--- config.mk ---
export PLATFORM = sky130hd
export DESIGN_NAME = m4inv_alu
export DESIGN_NICKNAME = d
export VERILOG_FILES = /design/src/hdl/m4inv_pkg.sv /design/src/hdl/m4inv_alu.sv
export SDC_FILE = /design/constraint.sdc
export NUM_CORES = 2
export LEC_CHECK = 0
export ABC_CLOCK_PERIOD_IN_PS = 14400
export BUFFER_PORTS_ARGS = -buffer_cell sky130_fd_sc_hd__buf_2
export CORE_ASPECT_RATIO = 1.25
export CORE_MARGIN = 1
export CORE_UTILIZATION = 25
export CTS_BUF_LIST = sky130_fd_sc_hd__clkbuf_8
export DETAILED_ROUTE_END_ITERATION = 16
export REMOVE_ABC_BUFFERS = 1
export SLEW_MARGIN = 20
export SYNTH_ARGS = -nofsm -noshare
export SYNTH_HDL_FRONTEND = slang
export SYNTH_SLANG_ARGS = --single-unit
--- constraint.sdc ---
create_clock -name clock -period 14.4 [get_ports clock]
set_input_delay 3.6 -clock clock [delete_from_list [all_inputs] [get_ports clock]]
set_output_delay 3.6 -clock clock [all_outputs]
set_load 0.02 [all_outputs]
--- src/hdl/m4inv_pkg.sv ---
// Package for the 4x4 matrix inverse block: sequencer states, unit commands and
// the cofactor index tables. No dependencies.
package m4inv_pkg;

   localparam int DEF_ELEMENT_BITS = 32;
   localparam int DEF_FRAC_BITS    = 16;
   localparam int MAT_SIZE         = 16;

   typedef enum logic [3:0] {
      ST_LOAD,
      ST_RD_A,
      ST_RD_B,
      ST_MUL1_GO,
      ST_MUL1,
      ST_MUL2,
      ST_COF_DONE,
      ST_DET_GO,
      ST_DET_MUL,
      ST_DET_CHECK,
      ST_DIV,
      ST_EMIT
   } state_type;

   typedef enum logic [1:0] {
      ALU_IDLE,
      ALU_MUL,
      ALU_DIV
   } alu_mode_type;

   typedef struct packed {
      logic mul_start;
      logic div_start;
   } alu_cmd_type;

   // The k-th of the three indexes left after skipping index s.
   function automatic logic [1:0] pick(input logic [1:0] k, input logic [1:0] s);
      pick = (k < s) ? k : k + 2'd1;
   endfunction

   // Column chosen for row k by permutation term t of a 3x3 determinant.
   function automatic logic [1:0] perm_col(input logic [2:0] t, input logic [1:0] k);
      logic [5:0] p;
      unique case (t)
         3'd0: p = {2'd2, 2'd1, 2'd0};
         3'd1: p = {2'd0, 2'd2, 2'd1};
         3'd2: p = {2'd1, 2'd0, 2'd2};
         3'd3: p = {2'd1, 2'd2, 2'd0};
         3'd4: p = {2'd0, 2'd1, 2'd2};
         3'd5: p = {2'd2, 2'd0, 2'd1};
         default: p = {2'd2, 2'd1, 2'd0};
      endcase
      perm_col = p[{k, 1'b0} +: 2];
   endfunction

   function automatic logic perm_odd(input logic [2:0] t);
      perm_odd = (t >= 3'd3);
   endfunction

   // Flat index of factor k of term t for the adjugate entry at flat index i.
   function automatic logic [3:0] flat_index(input logic [3:0] i, input logic [2:0] t,
                                             input logic [1:0] k);
      logic [1:0] row;
      logic [1:0] col;
      row = pick(k, i[1:0]);
      col = pick(perm_col(t, k), i[3:2]);
      flat_index = {row, col};
   endfunction

endpackage

--- src/hdl/m4inv_alu.sv ---
// Shared bit-serial arithmetic unit: signed multiply and restoring divide over
// one wide adder. Depends on m4inv_pkg.
module m4inv_alu #(
   parameter int ELEMENT_BITS = m4inv_pkg::DEF_ELEMENT_BITS,
   parameter int FRAC_BITS    = m4inv_pkg::DEF_FRAC_BITS
) (
   input  logic                                        clock,
   input  logic                                        reset,
   input  m4inv_pkg::alu_cmd_type                      cmd,
   input  logic signed [4*ELEMENT_BITS+2*FRAC_BITS+3:0] opa,
   input  logic signed [ELEMENT_BITS-1:0]              opb,
   input  logic        [4*ELEMENT_BITS+2*FRAC_BITS+3:0] dmag,
   output logic signed [4*ELEMENT_BITS+2*FRAC_BITS+3:0] prod,
   output logic        [ELEMENT_BITS:0]                quot,
   output logic                                        quot_ovf,
   output logic                                        busy
);
   import m4inv_pkg::*;

   localparam int WIDE     = 4*ELEMENT_BITS + 2*FRAC_BITS + 4;
   localparam int CNT_BITS = $clog2(WIDE + 1);

   alu_mode_type                mode_ff, mode_in;
   logic [CNT_BITS-1:0]         cnt_ff, cnt_in;
   logic [WIDE-1:0]             mcand_ff, mcand_in;
   logic [ELEMENT_BITS-1:0]     mplier_ff, mplier_in;
   logic [WIDE-1:0]             acc_ff, acc_in;
   logic [ELEMENT_BITS:0]       q_ff, q_in;
   logic                        ovf_ff, ovf_in;
   logic [WIDE:0]               add_x, add_y;
   logic                        add_cin;
   logic [WIDE+1:0]             sum;
   logic                        last_step;

   assign last_step = (cnt_ff == CNT_BITS'(1));
   assign sum = (WIDE+2)'(add_x) + (WIDE+2)'(add_y) + (WIDE+2)'(add_cin);

   always_comb begin
      add_x   = {acc_ff[WIDE-1], acc_ff};
      add_y   = last_step ? ~{mcand_ff[WIDE-1], mcand_ff} : {mcand_ff[WIDE-1], mcand_ff};
      add_cin = last_step;
      if (mode_ff == ALU_DIV) begin
         add_x   = {acc_ff, mcand_ff[WIDE-1]};
         add_y   = ~{1'b0, dmag};
         add_cin = 1'b1;
      end
   end

   always_comb begin
      mode_in   = mode_ff;
      cnt_in    = cnt_ff;
      mcand_in  = mcand_ff;
      mplier_in = mplier_ff;
      acc_in    = acc_ff;
      q_in      = q_ff;
      ovf_in    = ovf_ff;
      unique case (mode_ff)
         ALU_IDLE: begin
            if (cmd.mul_start) begin
               mcand_in  = opa;
               mplier_in = opb;
               acc_in    = '0;
               cnt_in    = CNT_BITS'(ELEMENT_BITS);
               mode_in   = ALU_MUL;
            end else if (cmd.div_start) begin
               mcand_in = opa[WIDE-1] ? WIDE'(-opa) : opa;
               acc_in   = '0;
               q_in     = '0;
               ovf_in   = 1'b0;
               cnt_in   = CNT_BITS'(WIDE);
               mode_in  = ALU_DIV;
            end
         end
         ALU_MUL: begin
            if (mplier_ff[0]) begin
               acc_in = sum[WIDE-1:0];
            end
            mcand_in  = {mcand_ff[WIDE-2:0], 1'b0};
            mplier_in = {1'b0, mplier_ff[ELEMENT_BITS-1:1]};
            cnt_in    = cnt_ff - CNT_BITS'(1);
            if (last_step) begin
               mode_in = ALU_IDLE;
            end
         end
         ALU_DIV: begin
            acc_in   = sum[WIDE+1] ? sum[WIDE-1:0] : add_x[WIDE-1:0];
            mcand_in = {mcand_ff[WIDE-2:0], 1'b0};
            q_in     = {q_ff[ELEMENT_BITS-1:0], sum[WIDE+1]};
            ovf_in   = ovf_ff | q_ff[ELEMENT_BITS];
            cnt_in   = cnt_ff - CNT_BITS'(1);
            if (last_step) begin
               mode_in = ALU_IDLE;
            end
         end
         default: mode_in = ALU_IDLE;
      endcase
   end

   always_ff @(posedge clock) begin
      if (reset) begin
         mode_ff <= ALU_IDLE;
         cnt_ff  <= '0;
      end else begin
         mode_ff <= mode_in;
         cnt_ff  <= cnt_in;
      end
      mcand_ff  <= mcand_in;
      mplier_ff <= mplier_in;
      acc_ff    <= acc_in;
      q_ff      <= q_in;
      ovf_ff    <= ovf_in;
   end

   assign prod     = acc_ff;
   assign quot     = q_ff;
   assign quot_ovf = ovf_ff;
   assign busy     = (mode_ff != ALU_IDLE);

endmodule

==> metrics.md <==
| Metric | Value |
|---|---|
| Status | completed |
| R2R setup slack | 5920 ps |
| Clk buf depth | 3 |
| Multi-input logic area | 24060 sq um |
| 1st-pass router iterations | 6 |
| Crit path max fanout | 68 |
| Comb pwr share | 70.0% |
| Min-Delay Endpoint | cnt_ff[1] |
| Final min period | 8656 ps |
| Initial antenna violation count | 44 |
| Clock Sinks | 404 |
| Core ar. | 148300 sq um |
| Worst hold margin | 464.3 ps |
| Unrepaired setup endpoints after global routing | false |
| Hold buffer count at cts | 0 |
| Mean post-synth cell area | 8.305 sq um |
| Max Cap Viol | 0 |
| Worst Skew | 93.19 ps |
| Pleak | 16.73 nW |
| Routability congestion estimate from global placement | 0.9860 |
| Multiplexer area fraction after synthesis | 7.074% |
| Internal power | 0.005583 W |
| DR vias | 36820 |
| CP required | 14940 ps |
| Post-route ant nets | 0 |
| Register area share after synthesis | 32.19% |
| Setup WS post-layout | 5744 ps |
| Inserted Clock Buffers | 81 |
| Seq pwr share | 19.7% |
| Setup WS pre-CTS | 4869 ps |
| H-tree lvl count | 3 |
| Worst-Skew Late Latency | 840 ps |
| Vias per inst | 5.340 |
| Largest family of logic cells by synthesized area | compound AO/OA/AOI/OAI gates |
| Pwr Density | 282.3 nW/um^2 |
| Crit Reg-Reg Startpoint | cnt_ff[3] |
| DR WL/cell | 24.72 um |
| Crit path DAT | 9200 ps |
| TritonCTS clock tree | done |
| Synth Area in Simple Gates | 18.60% |
| DIE WIDTH | 347.8 um |
| Async SR Flop Fraction | 0% |
| Post-CTS sizing | 0 |
| Global-route wire length before repair | 243.1 mm |
| Die ar. | 151100 sq um |
| Adder-cell share of the synthesized area | 5.832% |
| Area contributors post-synth | edfxtp_1, xnor2_1, o21ai_0 |
| Hold path depth | 2 |
| Largest net degree at the start of global routing | 179 |
| # IOs | 563 |
| Final non-filler cell total | 6895 |
| Gate Count Post-Synth | 4500 |
| Port Buffers | 562 |
| Cell taking the most area after synthesis | edfxtp_1 |
| Synth Register Bits | 404 |
| Final Core Density | 29.43% |
| Critical Path Source Type | primary input |
| Sw Pwr | 0.006735 W |
| Total grt overflow | 0 |
| Final nets | 5441 |
| Hold Crit Start | cnt_ff[1] |
| Clock network fraction of total power | 10.3% |
| Post-CTS Setup Bufs | 0 |
| Post-synth EDFFs | 394 |
| Synth Area in Compound Gates | 21.40% |
| Fraction of layout cells with a size suffix above 1 | 20.27% |
| Max Freq | 115.5 MHz |
| Yosys cell types | 90 |
| Synth Area in XOR/XNOR | 11.18% |
| Area Overhead vs Synth | 16.74% |
| Ys Warns | 0 |
| Clock root cell | clkbuf_8 |
| Setup crit end kind | flip-flop |
| Worst vdd ir | 0.1121 mV |
| GRT Total Usage | 21.77% |
| Die Ht | 434.3 um |
| Worst-case reg-to-reg path depth | 24 |
| Worst R2R End | prod[87] |
| Post-DP HPWL | 137.4 mm |
| Placed cell count | 6741 |
| Top_reg_cell synth | edfxtp_1 |
| CTS clock-pin slew for the worst setup and hold paths | 60 ps |
| Max-slew headroom | 17.31% |
| Sw Share | 54.68% |
| Final WL | 170.5 mm |
| Worst Tran Pin Value | 1231 ps |
| Max-slew violation count | 0 |
| Synth top area share | 31.66% |
| Hold crit path type | reg2reg |
| Mapped cell area | 37370 sq um |
| Fin crit share | 60.11% |
| Cell Rows | 158 |
| FILL cells | 16050 |
| Final setup viols | 0 |
| Initial core utilization | 25.21% |
| DRC Markers | 0 |
| Critical path class | in2reg |
| FF+latch area | 12030 sq um |
| Drt initial violations | 3040 |
| Vias in the first global route | 35850 |
| Final hold vios | 0 |
## how the worst max path moves through the flow
stage / start / to / slack [ps] / cells after the start
CTS: dmag[0] / prod[60] / 5750 / 18
detailed placement: dmag[0] / prod[60] / 4870 / 18
floorplan: mode_ff[0] / prod[60] / -5800 / 17
global placement: dmag[0] / prod[60] / 4940 / 18
global route: cnt_ff[3] / prod[87] / 5340 / 24
finish: dmag[0] / prod[60] / 5740 / 18
## worst max-delay path, cell delays in order
cell       delay, ps
buf_2            120
nand2_1           70
o21ai_0          190
fa_1             480
nor2b_1          180
o2111ai_1        170
a31o_2           310
a21o_1           230
o32ai_1          880
a21o_1           310
nand3_1          120
o21a_1           410
o21bai_4         220
buf_4            560
nor2_4           260
buf_4            430
and3_1           320
a211o_1          220
## cells in the final DEF (no fill, tap or decap), drive strengths merged, types with 102 or more instances in the layout
cell type	n
buf	607
xor2	141
xnor2	336
ha	171
a21oi	333
inv	102
nand2	625
nor2	350
nand4	111
o21ai	564
mux2	233
edfxtp	394
## power by group through the flow
| stage | Clock (W) | Combinational, W | Sequential (W) |
|---|---|---|---|
| final | 0.00127 | 0.00862 | 0.00242 |
| after detailed placement | 0 | 0.00846 | 0.00244 |
| after floorplan | 0 | 0.00565 | 0.00260 |
| after global placement | 0 | 0.00845 | 0.00242 |
| after global routing | 0.00135 | 0.00932 | 0.00249 |
| after CTS | 0.00131 | 0.00851 | 0.00242 |
## synth_stat cells, types with 8 or more instances
master and count:
a211oi_1 10, a21boi_0 17, a21o_1 59, a21oi_1 333, a22oi_1 84, a31oi_1 33
and2_1 51, and3_1 12, and4_1 13, buf_1 50, clkbuf_1 232, dfxtp_1 10
edfxtp_1 394, ha_1 171, inv_1 81, mux2_2 233, nand2_1 625, nand2b_1 22
nand3_1 58, nand4_1 110, nor2_1 350, nor2b_1 17, nor3_1 84, nor3b_1 8
nor4_1 43, o211ai_1 8, o21a_1 29, o21ai_0 557, o21bai_1 64, o311a_1 9
o31ai_1 36, o41ai_1 19, or2_2 16, or3_1 39, or4_1 18, xnor2_1 336
xor2_1 141
## metrics by stage
| stage | instance area (sq um) | total power [W] | TNS [ps] |
|---|---|---|---|
| floorplan | 36290 | 0.008251 | -851960 |
| global placement | 41980 | 0.01087 | 0 |
| detailed placement | 41980 | 0.01090 | 0 |
| CTS | 43610 | 0.01225 | 0 |
| global route | 43620 | 0.01315 | 0 |
| finish | 43630 | 0.01232 | 0 |
## per-layer routing
metal	share of wire (%)	GRT usage (%)
met1	40	26.13
met2	46	35.91
met3	9.4	6.464
met4	4.4	9.432
met5	0.17	0
## cells by family after synthesis
| group | after synthesis |
|---|---|
| fa+ha+maj | 173 |
| compound gates | 1345 |
| flops | 404 |
| simple gates | 1497 |
| mux | 235 |
| xor+xnor | 477 |
| buf+inv | 369 |
## flip-flops by register name (all words and copies together) (netlist names)
name	count
prod	164
cnt_ff	8
mplier_ff	32
quot	33
quot_ovf	1
mcand_ff	164
mode_ff	2
## cell type report
class | instances | area share [%]
repair buffers | 607 | 7.250
clock inverters | 64 | 1.144
clock buffers | 82 | 2.587
flip-flops and latches | 404 | 27.58
diodes | 8 | 0.04588
well taps | 1920 | 5.506
multi-input cells | 3727 | 55.14
inverters | 83 | 0.7485
(Power assumes the default switching activity.)
